--- src/etp_pkg.sv ---
// shared constants, codes and control structs for the exclusive time profiler
`timescale 1ns / 1ps
`default_nettype none

package etp_pkg;

  localparam int MAX_FUNCS_DEF   = 64;
  localparam int STACK_DEPTH_DEF = 64;

  localparam int KIND_W = 2;
  localparam int ID_W   = 6;
  localparam int TS_W   = 32;
  localparam int NF_W   = 7;

  localparam logic [NF_W-1:0] NF_RESET = 7'd64;
  localparam logic [TS_W-1:0] TIME_MAX = 32'hFFFF_FFFF;

  localparam logic [KIND_W-1:0] KIND_START = 2'd0;
  localparam logic [KIND_W-1:0] KIND_END   = 2'd1;
  localparam logic [KIND_W-1:0] KIND_DUMP  = 2'd2;

  typedef struct packed {
    logic latch;
    logic err_set;
    logic push_now;
    logic top_rd;
    logic step_top;
    logic step_acc;
    logic dump_clr;
    logic dump_rd;
    logic dump_ld;
  } etp_cmd_t;

  typedef struct packed {
    logic [KIND_W-1:0] kind;
    logic              id_bad;
    logic              empty;
    logic              full;
    logic              dump_last;
    logic              out_free;
  } etp_status_t;

endpackage

`default_nettype wire

--- src/etp_ctrl.sv ---
// sequencing state machine for event handling and dump walks
`timescale 1ns / 1ps
`default_nettype none

module etp_ctrl import etp_pkg::*; (
  input  wire logic        clk,
  input  wire logic        rst,
  input  wire logic        ev_valid,
  output logic             ev_ready,
  input  wire etp_status_t status,
  output etp_cmd_t         cmd
);

  localparam logic [2:0] S_IDLE = 3'd0;
  localparam logic [2:0] S_TOP  = 3'd1;
  localparam logic [2:0] S_ACC  = 3'd2;
  localparam logic [2:0] S_DRD  = 3'd3;
  localparam logic [2:0] S_DLD  = 3'd4;

  logic [2:0] state;
  logic [2:0] state_next;

  always_ff @(posedge clk) begin
    if (rst) begin
      state <= S_IDLE;
    end else begin
      state <= state_next;
    end
  end

  always_comb begin
    cmd        = '0;
    state_next = state;
    ev_ready   = 1'b0;
    unique case (state)
      S_IDLE: begin
        ev_ready = 1'b1;
        if (ev_valid) begin
          cmd.latch = 1'b1;
          case (status.kind)
            KIND_START: begin
              if (status.id_bad || status.full) begin
                cmd.err_set = 1'b1;
              end else if (status.empty) begin
                cmd.push_now = 1'b1;
              end else begin
                cmd.top_rd = 1'b1;
                state_next = S_TOP;
              end
            end
            KIND_END: begin
              if (status.id_bad || status.empty) begin
                cmd.err_set = 1'b1;
              end else begin
                cmd.top_rd = 1'b1;
                state_next = S_TOP;
              end
            end
            KIND_DUMP: begin
              cmd.dump_clr = 1'b1;
              state_next   = S_DRD;
            end
            default: ;
          endcase
        end
      end
      S_TOP: begin
        cmd.step_top = 1'b1;
        state_next   = S_ACC;
      end
      S_ACC: begin
        cmd.step_acc = 1'b1;
        state_next   = S_IDLE;
      end
      S_DRD: begin
        cmd.dump_rd = 1'b1;
        state_next  = S_DLD;
      end
      S_DLD: begin
        if (status.out_free) begin
          cmd.dump_ld = 1'b1;
          state_next  = status.dump_last ? S_IDLE : S_DRD;
        end
      end
      default: state_next = S_IDLE;
    endcase
  end

endmodule

`default_nettype wire

--- config.mk ---
export PLATFORM = sky130hd
export DESIGN_NAME = etp_ctrl
export DESIGN_NICKNAME = d
export VERILOG_FILES = /design/src/etp_pkg.sv /design/src/etp_ctrl.sv
export SDC_FILE = /design/constraint.sdc
export NUM_CORES = 1
export LEC_CHECK = 0
export ABC_AREA = 0
export BUFFER_PORTS_ARGS = -buffer_cell sky130_fd_sc_hd__buf_4
export CORE_AREA = 2 2 39 41
export CTS_CLUSTER_SIZE = 30
export DETAILED_ROUTE_END_ITERATION = 8
export DIE_AREA = 0 0 41 43
export PLACE_DENSITY_LB_ADDON = 0.12
export SYNTH_ARGS = -nofsm -noshare
export SYNTH_HDL_FRONTEND = slang
export SYNTH_SLANG_ARGS = --single-unit
export TNS_END_PERCENT = 1
--- constraint.sdc ---
create_clock -name clk -period 1.65 [get_ports clk]
set_input_delay 0.165 -clock clk [delete_from_list [all_inputs] [get_ports clk]]
set_output_delay 0.165 -clock clk [all_outputs]
set_load 0.01 [all_outputs]
# Word-level counts from Yosys, hierarchy flattened
# Cells that the tools add are included.
[op_classes] eq_ne=12 reduce_logical=5 mux=28
[op_table] cell="two-way mux 1 bit" count=15
[op_table] cell="two-way mux 3 bit" count=5
[op_table] cell="case mux 3 bit (4 select lines)" count=1
[op_table] cell="!= test 3 bit (second input constant)" count=3
[op_table] cell="case mux 3 bit (3 select lines)" count=1
[op_table] cell="two-way mux 4 bit" count=2
[op_table] cell="equality test 3 x 2 -> 1 bit (second input constant)" count=2
[op_table] cell="AND reduction 6 bit" count=1
[op_table] cell="two-way mux 2 bit" count=2
[op_table] cell="!= test 2 bit (second input constant)" count=2
[op_table] cell="!= test 4 x 1 -> 1 bit (second input constant)" count=1
[op_table] cell="case mux 1 bit (2 select lines)" count=2
[op_table] cell="equality test 3 x 1 -> 1 bit (second input constant)" count=1
[op_table] cell="equality test 3 bit (second input constant)" count=1
[op_table] cell="zero test 3 bit" count=1
[op_table] cell="equality test 2 x 1 -> 1 bit (second input constant)" count=1
[op_table] cell="equality test 2 bit (second input constant)" count=1
[op_table] cell="zero test 2 bit" count=1
[op_table] cell="logical OR 1 bit" count=2
[totals] inputBits=10 regBits=3 word_cells=46 output_inout_bits=10

# Longest topological paths before layout
# Gate-level depths: netlist (run 1).
[logic_depth] word_depth=5 depth_mapped=4 ltp_nobuf=3

# Least setup slack after synthesis (run 1)
# Ideal clock, no wire load.
[synth_path] path_type="reg2out" start="reg state[0]" end="out cmd[5] in the netlist's numbering" arrival_time_ps=1335 setup_slack_ps=150 stages_incl_launch_ff=5 path_cell_list="dfxtp_1 clkbuf_1 nor3_2 nand3b_1 nor4_1"
[synth_lines] item="from (decl)" line="etp_ctrl.sv:20" source="logic [2:0] state;"
[synth_lines] item="from (signal assigned)" line="etp_ctrl.sv:27" source="state <= state_next;"
[synth_lines] item="to (decl)" line="etp_ctrl.sv:11" source="output etp_cmd_t cmd"

==> results of run 1 <==
[Yosys cell counts, types with 2 or more instances]
cell type	count
nand3b_1	3
nor3b_1	2
nor2b_1	2
or4_1	2
nor4_1	2
dfxtp_1	3
clkbuf_1	2
nand2_1	2
nor2_1	3
[per-layer routing]
layer / up-vias / GRT usage
met1: 158 / 0.131
li1: 176 / -
met4: 0 / 0.0400
met3: 0 / 0.0314
met2: 10 / 0.122
met5: - / 0
[worst register-to-register path: stages (launching register included)]
cell     delay (ns)
dfxtp_1        0.34
or3b_1         0.37
or4_1          0.41
a31oi_1        0.17
[area by class of cell]
class                      count  area (sq um)
fill                         158           912
sequential                     3          60.1
multi-input combinational     28           196
clock buffer                   4          26.3
inverter                       1          3.75
timing repair buffer          22           165
tap                           16          20.0
[worst paths after layout]
path	startpoint	end	cells after the start
setup reg to reg	state[2]	state[0]	3
hold reg to reg	state[1]	state[1]	1
hold / removal	rst	state[2]	2
setup / recovery	state[1]	cmd[6]	4
[power by group through the flow]
stage               logic [mW]  clock network [mW]  registers [mW]
floorplan               0.0297                   0          0.0766
global placement        0.0679                   0          0.0797
detailed placement      0.0668                   0          0.0795
CTS                     0.0674               0.135          0.0783
global route            0.0797               0.144          0.0795
finish                  0.0722               0.128          0.0793
[cell families (layout without fill, tap and decap cells)]
group	Yosys count	count (layout)	share of synthesized area
flip-flops	3	3	0.225
AND/OR/NAND/NOR	24	24	0.587
buffers and inverters	4	27	0.0845
AO/OA/AOI/OAI	4	4	0.103
[layout by cell type (no fill, tap or decap), types with 2 or more instances in the layout]
master,Yosys,routed
clkbuf_4,0,3
nand2_1,2,2
nor2_1,3,3
buf_4,0,22
dfxtp_1,3,3
nor2b_1,2,2
nand3b_1,3,3
or4_1,2,2
nor3b_1,2,2
[stage by stage]
step | utilization | setup TNS, ns | cell area, sq um | worst slack [ns] | cells
after floorplan | - | 0 | 267 | 0.150 | 35
after global placement | 0.307 | 0 | 425 | 0.305 | 69
after detailed placement | 0.307 | 0 | 425 | 0.317 | 69
after CTS | 0.326 | 0 | 452 | 0.0517 | 73
after global routing | 0.341 | -0.00707 | 472 | -0.00707 | 74
final | 0.341 | 0 | 472 | 0.105 | 74
[timing repair]
action,4_1_cts,5_1_grt
resized for setup,0,2
endpoints found under the setup margin,0,2
setup buffers,0,1
==> metrics.txt, run 1 <==
LEAKAGE=0.217 nW; Reg with most FFs=state; slew margin rel.=0.792; Num CTS Buffers=3; GPL Wtd Cong=0.669; CTS Hold Bufs=0; dpl hpwl=555 um; routed len/inst=10.4 um; largest net degree at the start of global routing=10; vias in the first global route=274; Synth warnings=0; sequential power share=0.283; drt initial violations=7; Post-synth EDFFs=0; worst min-delay path class=in -> reg; Tmin final=1.55 ns; worst path cell trace=nor3_4, nand3b_1, nor4_1, buf_4; max-slew violation count=0; first-pass GRT wire length=1120 um; Synth area leader=dfxtp_1; max FFs per register=3; Setup CP Type=reg -> out; syn_nets=45; clk slew on worst S/H paths=0.04 ns; Synth area leaders=dfxtp_1 23%, nand3b_1 8.5%, nor3b_1 5.6%; Ant. Diodes=0; NumNets Final=69; 1st-pass router iterations=2; DRT antenna net count=0; post-synth top area share=0.225; sequential-to-total area share from yosys stat=0.225; period utilisation layout=0.937; CTS Root Cell=clkbuf_4; count of cell types in the netlist=23; Critical Path Sink Type=primary output; power per cell area=593 nW/um^2; gr ovfl total=0; Synth Flop Type=dfxtp_1; GRT Total Usage=0.0922; sw power=72.4 uW; critical path's largest stage delay=0.39 ns; Area Overhead vs Synth=77.0%; total core area=1380 sq um; Least-Margin Pin Slew=0.312 ns; # rows=14; Clock Path Buffers=2; worst path bufs/invs=1; Req. time, crit path=1.48 ns; total die area=1760 sq um; Syn Inst Count=35; Sw Ratio=0.259; Comb pwr share=0.258; Worst Hold Slack=0.120 ns; Mean Syn Cell Area=7.61 sq um; number of maximum-capacitance violations=0; metal3 WL=44 um; CP max stage cell=dfxtp_1; Regs by FF count=state (3); async set-or-reset flop fraction in the synthesized netlist=0; CTS Sinks=3; flop-to-flop setup slack=0.28 ns; Die W=41 um; routed vias=344; Clock Latency Late Sink=0.23 ns; met2 WL post-DR=397 um; Final Skew=0.00102 ns; Residual DRC=0; layout cells sized above 1=0.466; initial core utilization=0.193; drt total wl=769 um; Port Buf Inserts=19; Max VDD drop=0.203 mV; #FFs+latches synth=3; Critical Path Start Type=flop; area of the mapped netlist=267 sq um; run status=finished clean; top layer in use=met3; Critical Path AT=1.38 ns; maximum fanout along the worst path=9; internal cell power=207 uW; drt via density=4.65; # setup viols final=0; Max Clk Rate=0.647 GHz; delay-heaviest family, CP=simple AND/OR/NAND/NOR gates; initial antenna violation count=0; Fin. Hold Viols=0; Vert. Die Dim=43 um; Clock Power Share=0.459; CTS tree=yes; H-tree levels=1; WL met1=327 um; total design power=280 uW; # IOs=20
No activity file was read; power rests on OpenSTA's default activity.
==> inputs of run 2 (changes only) <==
Settings changed: PLACE_DENSITY set to 0.57, PLACE_DENSITY_LB_ADDON 0.12 to not set.
==> run 2 against run 1 <==
Compared with the run above: cell area unchanged; largest power group unchanged; total power down 0.24%; clock power about the same; largest cell class unchanged; sequential power increased by 2%; via count shrank 4.7%; sequential share of layout area up 0.27 points; flip-flop and latch count is the same.
==> metrics.txt, run 2 (synthesized netlist as in run 1, its figures left out) <==
run status=finished clean; GPL Wtd Cong=0.675; # setup viols final=0; worst path cell trace=nor3_4, nand3b_1, nor4_2, buf_4; metal3 WL=75 um; GRT Total Usage=0.0813; flop-to-flop setup slack=0.26 ns; Clock Latency Late Sink=0.23 ns; drt initial violations=4; CTS tree=yes; CP max stage cell=dfxtp_2; max-slew violation count=0; max FFs per register=3; Filler cells=156; Worst Hold Slack=0.114 ns; worst min-delay path class=in -> reg; Critical Path AT=1.39 ns; Min-Delay Startpoint=rst; Least-Margin Pin Slew=0.304 ns; Critical Path Sink Type=primary output; worst-case reg-to-reg path depth=3; 1st-pass router iterations=4; maximum fanout along the worst path=9; vias in the first global route=264; initial core utilization=0.193; Worst Hold End=state[2]; WL met1=340 um; drt total wl=728 um; most frequent cells in the layout=21 x buf_4, 3 x nand3b_1, 3 x nor2_1, 3 x clkbuf_4; CTS Sinks=3; worst path bufs/invs=1; gr ovfl total=0; total core area=1380 sq um; first-pass GRT wire length=959 um; met2 WL post-DR=311 um; CTS Hold Bufs=0; Req. time, crit path=1.48 ns; # rows=14; total die area=1760 sq um; period utilisation layout=0.944; Clock Path Buffers=2; top layer in use=met3; total negative setup slack=0 ns; DRT antenna net count=0; initial antenna violation count=0; Num CTS Buffers=3; number of maximum-capacitance violations=0; Reg with most FFs=state; hold path cells=2; Port Buf Inserts=19; Setup CP Type=reg -> out; Critical Path Start Type=flop; routed len/inst=9.97 um; Max Clk Rate=0.642 GHz; power per cell area=592 nW/um^2; CTS Root Cell=clkbuf_4; NumNets Final=68; dpl hpwl=521 um; Vert. Die Dim=43 um; fin cells=73; layout cells sized above 1=0.491; Regs by FF count=state (3); largest net degree at the start of global routing=10; critical path's largest stage delay=0.36 ns; Residual DRC=0; # IOs=20; delay-heaviest family, CP=simple AND/OR/NAND/NOR gates; dpl cells=68; clk slew on worst S/H paths=0.04 ns; routed vias=328; Fin. Hold Viols=0; H-tree levels=1; Worst path depth=4; Final Skew=0.00226 ns; reg2reg end=state[0]; Max VDD drop=0.193 mV; RSZ-0062 raised after global routing=no; worst r2r src=state[2]; Die W=41 um; drt via density=4.49; LEAKAGE=0.212 nW; slew margin rel.=0.797; Ant. Diodes=0; Area Overhead vs Synth=77.0%; Tmin final=1.56 ns; most common cell after layout, fill and taps aside=buf_4; total design power=279 uW
==> run 2: cell count changes in the layout (fill, tap and decap cells not counted), sizes merged <==
| cell | delta |
|---|---|
| buf | -1 |
==> run 2: per-stage QoR <==
| stage | setup slack [ns] | util | instance area (sq um) |
|---|---|---|---|
| after floorplan | 0.150 | - | 267 |
| after global placement | 0.260 | 0.302 | 418 |
| after detailed placement | 0.278 | 0.302 | 418 |
| after CTS | 0.0214 | 0.321 | 444 |
| after global routing | 0.00467 | 0.341 | 472 |
| final | 0.0918 | 0.341 | 472 |
==> run 2: layout make-up <==
type	instances	area, sq um	share of cell area
repair buffers	21	158	0.334
flip-flops and latches	3	61.3	0.130
multi-input cells	28	203	0.430
clock buffers	4	26.3	0.0557
well taps	16	20.0	0.0424
inverters	1	3.75	0.00796
==> run 2: layer usage <==
| metal | up-vias | GRT usage |
|---|---|---|
| li1 | 175 | - |
| met1 | 139 | 0.103 |
| met2 | 14 | 0.106 |
| met3 | 0 | 0.0314 |
| met4 | 0 | 0.0600 |
| met5 | - | 0 |
==> run 2: what timing repair did <==
item / 4_1_cts / 5_1_grt
endpoints found under the setup margin: 0 / 2
setup buffers: 0 / 1
resized for setup: 0 / 4
==> run 2: worst max-delay path by stage <==
| stage | from | slack, ns | to |
|---|---|---|---|
| 3_3_place_gp | state[0] | 0.26 | cmd[5] |
| 6_report | state[1] | 0.09 | cmd[5] |
| 5_1_grt | state[1] | 0.005 | cmd[5] |
| 2_1_floorplan | state[0] | 0.15 | cmd[5] |
| 3_5_place_dp | state[0] | 0.28 | cmd[6] |
| 4_1_cts | state[0] | 0.02 | cmd[5] |
==> run 2: power by group <==
part	internal, mW	total [mW]	switching [mW]
Combinational	0.0403	0.0701	0.0298
Clock	0.0906	0.128	0.0374
Sequential	0.0755	0.0810	0.00548
Total	0.206	0.279	0.0727
